[config.mk]
export PLATFORM = sky130hd
export DESIGN_NAME = sorted_list_table
export DESIGN_NICKNAME = d
export VERILOG_FILES = /design/src/rtl/core/slt_pkg.sv /design/src/rtl/core/sorted_list_table.sv /design/src/rtl/core/slt_ctrl.sv /design/src/rtl/core/slt_dp.sv
export SDC_FILE = /design/constraint.sdc
export NUM_CORES = 2
export LEC_CHECK = 0
export ABC_AREA = 1
export BUFFER_PORTS_ARGS = -buffer_cell sky130_fd_sc_hd__buf_2
export CAP_MARGIN = 20
export CORE_ASPECT_RATIO = 0.5
export CORE_MARGIN = 2
export CORE_UTILIZATION = 55
export DETAILED_ROUTE_END_ITERATION = 6
export MAX_ROUTING_LAYER = met4
export PLACE_DENSITY = 0.71
export SKIP_LAST_GASP = 1
export SYNTH_ARGS = -nofsm -noshare
export SYNTH_HDL_FRONTEND = slang
export SYNTH_SLANG_ARGS = --single-unit
[constraint.sdc]
create_clock -name clk_i -period 6.9 [get_ports clk_i]
set_clock_uncertainty 0.2 [all_clocks]
set_input_delay 2.07 -clock clk_i [delete_from_list [all_inputs] [get_ports clk_i]]
set_output_delay 2.07 -clock clk_i [all_outputs]
set_load 0.03 [all_outputs]
[src/rtl/core/slt_pkg.sv]
// Package for the sorted list table: sizes, operation and status codes,
// and the command/status structs between controller and datapath. No dependencies.
package slt_pkg;

  localparam int CAPACITY = 16;
  localparam int IDX_W    = $clog2(CAPACITY);
  localparam int CNT_W    = $clog2(CAPACITY + 1);
  localparam int KEY_W    = 32;
  localparam int KIND_W   = 3;
  localparam int STAT_W   = 2;
  localparam int POS_W    = 5;

  localparam logic [KIND_W-1:0] KIND_ORDERED = 3'd0;
  localparam logic [KIND_W-1:0] KIND_HEAD    = 3'd1;
  localparam logic [KIND_W-1:0] KIND_TAIL    = 3'd2;
  localparam logic [KIND_W-1:0] KIND_REMOVE  = 3'd3;
  localparam logic [KIND_W-1:0] KIND_SEARCH  = 3'd4;

  localparam logic [STAT_W-1:0] STAT_OK      = 2'd0;
  localparam logic [STAT_W-1:0] STAT_FULL    = 2'd1;
  localparam logic [STAT_W-1:0] STAT_MISSING = 2'd2;

  typedef struct packed {
    logic load;
    logic exec;
  } slt_cmd_t;

  typedef struct packed {
    logic out_busy;
  } slt_sts_t;

endpackage

[src/rtl/core/sorted_list_table.sv]
// Sorted list table: ordered store of up to CAPACITY signed 32-bit keys with
// insert ordered / head / tail, remove and search. Uses slt_pkg, slt_ctrl, slt_dp.
//
// Each accepted word is handled in order: first the operation is captured,
// then all held keys are compared in parallel, the first match or first
// greater key is picked and the key row shifts. One operation is in flight at
// a time since the next one depends on the updated row; a new word is taken
// while the previous result still waits in the output register. If that
// result is not taken, the update stalls until it is. Status and count come
// back with every word; inserts into a full table are dropped with a full status.
module sorted_list_table import slt_pkg::*; (
  input  logic        clk_i,
  input  logic        rst_ni,
  input  logic        s_axis_tvalid,
  output logic        s_axis_tready,
  input  logic [31:0] s_axis_tdata,   // [31:0] key
  input  logic [2:0]  s_axis_tuser,   // [2:0] kind
  output logic        m_axis_tvalid,
  input  logic        m_axis_tready,
  output logic [15:0] m_axis_tdata,   // [4:0] position, [9:5] count, [15:10] zero
  output logic [2:0]  m_axis_tuser    // [1:0] status, [2] found
);

  slt_cmd_t          cmd;
  slt_sts_t          sts;
  logic [STAT_W-1:0] status;
  logic              found;
  logic [POS_W-1:0]  position;
  logic [POS_W-1:0]  count;

  slt_ctrl u_ctrl (
    .clk_i      (clk_i),
    .rst_ni     (rst_ni),
    .in_valid_i (s_axis_tvalid),
    .in_ready_o (s_axis_tready),
    .sts_i      (sts),
    .cmd_o      (cmd)
  );

  slt_dp u_dp (
    .clk_i       (clk_i),
    .rst_ni      (rst_ni),
    .cmd_i       (cmd),
    .sts_o       (sts),
    .kind_i      (s_axis_tuser),
    .key_i       (s_axis_tdata),
    .out_valid_o (m_axis_tvalid),
    .out_ready_i (m_axis_tready),
    .status_o    (status),
    .found_o     (found),
    .position_o  (position),
    .count_o     (count)
  );

  assign m_axis_tdata = {6'd0, count, position};
  assign m_axis_tuser = {found, status};

endmodule

[src/rtl/core/slt_ctrl.sv]
// Controller of the sorted list table: two-state sequencer that accepts a
// word, then fires the update once the result register is free. Uses slt_pkg.
module slt_ctrl import slt_pkg::*; (
  input  logic     clk_i,
  input  logic     rst_ni,
  input  logic     in_valid_i,
  output logic     in_ready_o,
  input  slt_sts_t sts_i,
  output slt_cmd_t cmd_o
);

  typedef enum logic {
    ST_IDLE,
    ST_EXEC
  } state_e;

  state_e state_q, state_d;

  always_comb begin
    state_d    = state_q;
    in_ready_o = (state_q == ST_IDLE);
    cmd_o      = '0;
    case (state_q)
      ST_IDLE: begin
        if (in_valid_i) begin
          cmd_o.load = 1'b1;
          state_d    = ST_EXEC;
        end
      end
      ST_EXEC: begin
        if (!sts_i.out_busy) begin
          cmd_o.exec = 1'b1;
          state_d    = ST_IDLE;
        end
      end
      default: state_d = ST_IDLE;
    endcase
  end

  always_ff @(posedge clk_i or negedge rst_ni) begin
    if (!rst_ni) begin
      state_q <= ST_IDLE;
    end else begin
      state_q <= state_d;
    end
  end

endmodule

[src/rtl/core/slt_dp.sv]
// Datapath of the sorted list table: row of key cells with parallel compare,
// priority pick, shift update and the result register. Uses slt_pkg.
module slt_dp import slt_pkg::*; (
  input  logic              clk_i,
  input  logic              rst_ni,
  input  slt_cmd_t          cmd_i,
  output slt_sts_t          sts_o,
  input  logic [KIND_W-1:0] kind_i,
  input  logic [KEY_W-1:0]  key_i,
  output logic              out_valid_o,
  input  logic              out_ready_i,
  output logic [STAT_W-1:0] status_o,
  output logic              found_o,
  output logic [POS_W-1:0]  position_o,
  output logic [POS_W-1:0]  count_o
);

  logic [KIND_W-1:0] kind_q;
  logic [KEY_W-1:0]  key_q;
  logic [KEY_W-1:0]  cells_q [CAPACITY];
  logic [KEY_W-1:0]  cells_d [CAPACITY];
  logic [CNT_W-1:0]  cnt_q, cnt_d;

  logic              out_valid_q;
  logic [STAT_W-1:0] status_q, status_d;
  logic              found_q, found_d;
  logic [POS_W-1:0]  pos_q, pos_d;

  logic [CAPACITY-1:0] eq_v, gt_v;
  logic [CNT_W-1:0]    hit_pos, gt_pos, ins_pos;
  logic                hit_any, gt_any, full, is_ins;

  always_comb begin
    eq_v    = '0;
    gt_v    = '0;
    hit_pos = '0;
    gt_pos  = cnt_q;
    for (int i = 0; i < CAPACITY; i++) begin
      if (CNT_W'(i) < cnt_q) begin
        eq_v[i] = (cells_q[i] == key_q);
        gt_v[i] = ($signed(cells_q[i]) > $signed(key_q));
      end
    end
    for (int i = CAPACITY - 1; i >= 0; i--) begin
      if (eq_v[i]) hit_pos = CNT_W'(i);
      if (gt_v[i]) gt_pos = CNT_W'(i);
    end
  end

  assign hit_any = |eq_v;
  assign gt_any  = |gt_v;
  assign full    = (cnt_q >= CNT_W'(CAPACITY));
  assign is_ins  = (kind_q == KIND_ORDERED) || (kind_q == KIND_HEAD) ||
                   (kind_q == KIND_TAIL);

  always_comb begin
    case (kind_q)
      KIND_ORDERED: ins_pos = gt_any ? gt_pos : cnt_q;
      KIND_HEAD:    ins_pos = '0;
      default:      ins_pos = cnt_q;
    endcase
  end

  always_comb begin
    cells_d  = cells_q;
    cnt_d    = cnt_q;
    status_d = STAT_OK;
    found_d  = 1'b0;
    pos_d    = '0;
    if (is_ins) begin
      if (full) begin
        status_d = STAT_FULL;
      end else begin
        pos_d = POS_W'(ins_pos);
        cnt_d = cnt_q + CNT_W'(1);
        for (int i = 0; i < CAPACITY; i++) begin
          if (CNT_W'(i) == ins_pos) begin
            cells_d[i] = key_q;
          end else if (i > 0 && CNT_W'(i) > ins_pos) begin
            cells_d[i] = cells_q[(i > 0) ? i - 1 : 0];
          end
        end
      end
    end else if (kind_q == KIND_REMOVE || kind_q == KIND_SEARCH) begin
      if (!hit_any) begin
        status_d = STAT_MISSING;
      end else begin
        found_d = 1'b1;
        pos_d   = POS_W'(hit_pos);
        if (kind_q == KIND_REMOVE) begin
          cnt_d = cnt_q - CNT_W'(1);
          for (int i = 0; i < CAPACITY - 1; i++) begin
            if (CNT_W'(i) >= hit_pos) cells_d[i] = cells_q[i + 1];
          end
        end
      end
    end
  end

  // payload: no reset
  always_ff @(posedge clk_i) begin
    if (cmd_i.load) begin
      kind_q <= kind_i;
      key_q  <= key_i;
    end
    if (cmd_i.exec) begin
      cells_q  <= cells_d;
      status_q <= status_d;
      found_q  <= found_d;
      pos_q    <= pos_d;
    end
  end

  always_ff @(posedge clk_i or negedge rst_ni) begin
    if (!rst_ni) begin
      cnt_q       <= '0;
      out_valid_q <= 1'b0;
    end else begin
      if (cmd_i.exec) begin
        cnt_q       <= cnt_d;
        out_valid_q <= 1'b1;
      end else if (out_ready_i) begin
        out_valid_q <= 1'b0;
      end
    end
  end

  assign sts_o.out_busy = out_valid_q && !out_ready_i;
  assign out_valid_o    = out_valid_q;
  assign status_o       = status_q;
  assign found_o        = found_q;
  assign position_o     = pos_q;
  assign count_o        = POS_W'(cnt_q);

  a_cnt_bound: assert property (@(posedge clk_i) disable iff (!rst_ni)
    cnt_q <= CNT_W'(CAPACITY))
    else $error("entry count above capacity");

  a_full_hold: assert property (@(posedge clk_i) disable iff (!rst_ni)
    cmd_i.exec && is_ins && full |=> cnt_q == $past(cnt_q))
    else $error("insert into full table changed count");

  a_no_overwrite: assert property (@(posedge clk_i) disable iff (!rst_ni)
    cmd_i.exec |-> !sts_o.out_busy)
    else $error("update fired while result still pending");

  a_valid_src: assert property (@(posedge clk_i) disable iff (!rst_ni)
    $rose(out_valid_q) |-> $past(cmd_i.exec))
    else $error("result valid without an update");

endmodule

==> results.txt <==
Cells after DPL - 6564
die height - 204 um
clock period minus worst slack - 6.31 ns
Cells after Synth - 5647
final-stage net count - 6129
IO Pins - 60
Routed Antenna Nets - 0
fmax - 158 MHz
Initial DRC Count - 4822
Skew-Pair Late Insertion Delay - 0.64 ns
synth unique cells - 59
#FFs+latches synth - 562
Max-slew headroom - 0.225
Sw Share - 0.444
CTS Buf Count - 56
pin count of the biggest net entering global routing - 230
HPWL Detailed - 93600 um
diode count - 0
IO Port Bufs - 53
# DRC - 0
Initial DRT Pass Iterations - 6
final wirelength - 132000 um
Hold Crit Class - reg2reg
CORE AREA - 0.0791 mm^2
Rows - 73
wire length on met1 - 60000 um
aggregate negative setup slack - 0 ns
Sink Count - 562
Final setup viols - 0
outcome - finished clean
starting density of the core - 0.554
Setup WS pre-CTS - 0.930 ns
Comb power frac - 0.447
Crit. End Element - flop
worst-path maximum fanout - 65
Crit Path Category - reg2reg
required time worst endpoint - 7.19 ns
Clk pwr share - 0.216
CTS root buf - clkbuf_16
unrepaired setup endpoints after global routing - false
layout cells sized above 1 - 0.0586
Peak VDD IR - 0.000264 V
post-CTS sizing - 0
Max clock buf depth - 3
Slew Limit Fails - 0
TritonCTS clock tree - yes
Max Cap Viol - 0
P_int - 7.90 mW
Slowest cell on crit path - clkinv_1
GR Util All Layers - 0.323
setup ws final - 0.591 ns
vias in the first global route - 37500
via count - 39844
CTS H-tree depth - 2
global-route wire length before repair - 208000 um
RePlAce Congestion - 1.02
Top Metal Used - met4
Setup Buffers After CTS - 0
register area share after synthesis - 0.385
WP data arrival - 6.60 ns
vias per cell - 5.98
Synth Area per Inst - 7.76 um^2
switching power - 6.32 mW
Total Power - 14.2 mW
DIE AREA - 0.0820 mm^2
most frequent CP cell - nand2_1
Critical Path Start Type - flop
final core utilization - 0.592
Leak - 22.4 nW
CP max stage delay - 0.58 ns
Area growth, synth to finish - 6.90%
fin cells - 6668
total congestion overflow - 0
Yosys warnings - 0
met2 WL - 55000 um
WL/cell - 19.7 um
pwr/cell area - 304 mW/mm^2
Clk pin slew, worst setup/hold paths - 0.06 ns
Die X - 403 um
Post-Syn Area - 0.0438 mm^2
Met3 Routed Length - 13400 um
Final Cycle Share - 0.914
initial antenna violation count - 0
Slew @ Worst Pin - 1.15 ns
hold buffer count at cts - 0
final hold viol count - 0
Flop pwr share - 0.337
[worst paths after layout]
path,to,slack (ns),startpoint,cells after the start
hold / removal,u_dp.out_valid_o$_DFFE_PN0P_,0.29,u_dp.out_valid_o$_DFFE_PN0P_,2
min in group asynchronous,u_dp.count_o[1]$_DFFE_PN0P_,1.05,rst_ni,1
max in group asynchronous,u_ctrl.state_q$_DFF_PN0_,5.28,rst_ni,1
hold reg to reg,u_dp.out_valid_o$_DFFE_PN0P_,0.29,u_dp.out_valid_o$_DFFE_PN0P_,2
setup reg to reg,u_dp.cells_q[80]$_DFFE_PP_,0.59,u_dp.key_q[15]$_DFFE_PP_,27
setup / recovery,u_dp.cells_q[80]$_DFFE_PP_,0.59,u_dp.key_q[15]$_DFFE_PP_,27
[Yosys cell counts, drive strengths merged]
master,count,area share
dfrtp,7,0.0040
ha,515,0.15
o211ai,24,0.0041
nor3b,2,0.00034
nor2,156,0.014
nand3b,11,0.0019
nor4b,4,0.0013
and2,3,0.00043
buf,186,0.024
a221o,1,0.00023
conb,1,0.000086
o41a,1,0.00026
o21ai,134,0.015
edfxtp,555,0.38
o31ai,1,0.00017
nand2,1819,0.16
xnor2,1,0.00020
o221ai,3,0.00060
a211oi,5,0.00086
xor2,5,0.0010
o22ai,35,0.0050
and3,3,0.00043
clkinv,35,0.0030
clkbuf,133,0.011
a41oi,2,0.00040
or2,2,0.00029
nand4,282,0.040
o21a,17,0.0029
a21boi,1,0.00017
a221oi,2,0.00040
nor3,24,0.0033
o21bai,5,0.00086
or4,3,0.00051
inv,611,0.052
a211o,1,0.00020
a31oi,9,0.0013
nand3,743,0.086
a21oi,267,0.031
nor4,29,0.0051
a21o,8,0.0014
a311oi,1,0.00020
[final cells by class]
| type | count | area, um^2 |
|---|---|---|
| sequential | 562 | 16800 |
| clock buffer | 69 | 1470 |
| clock inverter | 32 | 246 |
| timing repair buffer | 183 | 1350 |
| tap | 1050 | 1310 |
| multi-input combinational | 4126 | 23200 |
| fill | 7123 | 32300 |
| inverter | 646 | 2420 |
[cell families after synthesis]
| group | synth area share |
|---|---|
| buf+inv | 0.0911 |
| simple gates | 0.311 |
| other cells | 0.0000856 |
| fa+ha+maj | 0.147 |
| compound gates | 0.0653 |
| xor+xnor | 0.00120 |
| flops | 0.385 |
[per-stage QoR]
| stage | hold WS (ns) | cell area, um^2 |
|---|---|---|
| after floorplan | 0.320 | 43800 |
| after global placement | 0.270 | 45000 |
| after detailed placement | 0.280 | 45000 |
| after CTS | 0.296 | 46800 |
| after global routing | 0.321 | 46800 |
| final | 0.289 | 46800 |
[placed cells by master (no fill, tap or decap), drive strengths merged, types with 17 or more instances in the layout]
master,synthesis,final
o211ai,24,24
nand4,282,282
clkinv,35,61
nor3,24,24
a21oi,267,267
edfxtp,555,555
nand3,743,743
inv,611,611
o22ai,35,35
nor2,156,156
clkbuf,133,70
nand2,1819,1819
o21ai,134,134
buf,186,182
o21a,17,17
ha,515,515
nor4,29,29
[state kept, by name, indices dropped and copies added (netlist names)]
signal and flops:
u_ctrl.state_q 1, u_dp.position_o 5, u_dp.key_q 32, u_dp.out_valid_o 1, u_dp.count_o 5, u_dp.status_o 2, u_dp.kind_q 3, u_dp.cells_q 512
u_dp.found_o 1
[metal layers]
layer  up-vias  GRT usage
li1      19113          -
met1     18512      0.467
met2      2024      0.466
met3       195     0.0579
met4         0     0.0836
met5         -          -
[power groups by stage]
stage          clock (mW)  sequential [mW]  combinational, mW
3_5_place_dp            0             4.85               6.15
3_3_place_gp            0             4.83               5.94
2_1_floorplan           0             4.79               4.44
5_1_grt              3.22             4.82               7.01
6_report             3.07             4.79               6.36
4_1_cts              3.10             4.77               6.17
[critical path: cells and delay by family, from the launching register on]
kind                       cells  cell delay, ns
and+or+nand+nor               18            2.91
DFF                            1            0.33
adders and majority gates      1            0.33
buffers and inverters          6            2.16
AOI/OAI and AO/OA              2            0.18
No activity file was read; power rests on OpenSTA's default activity.
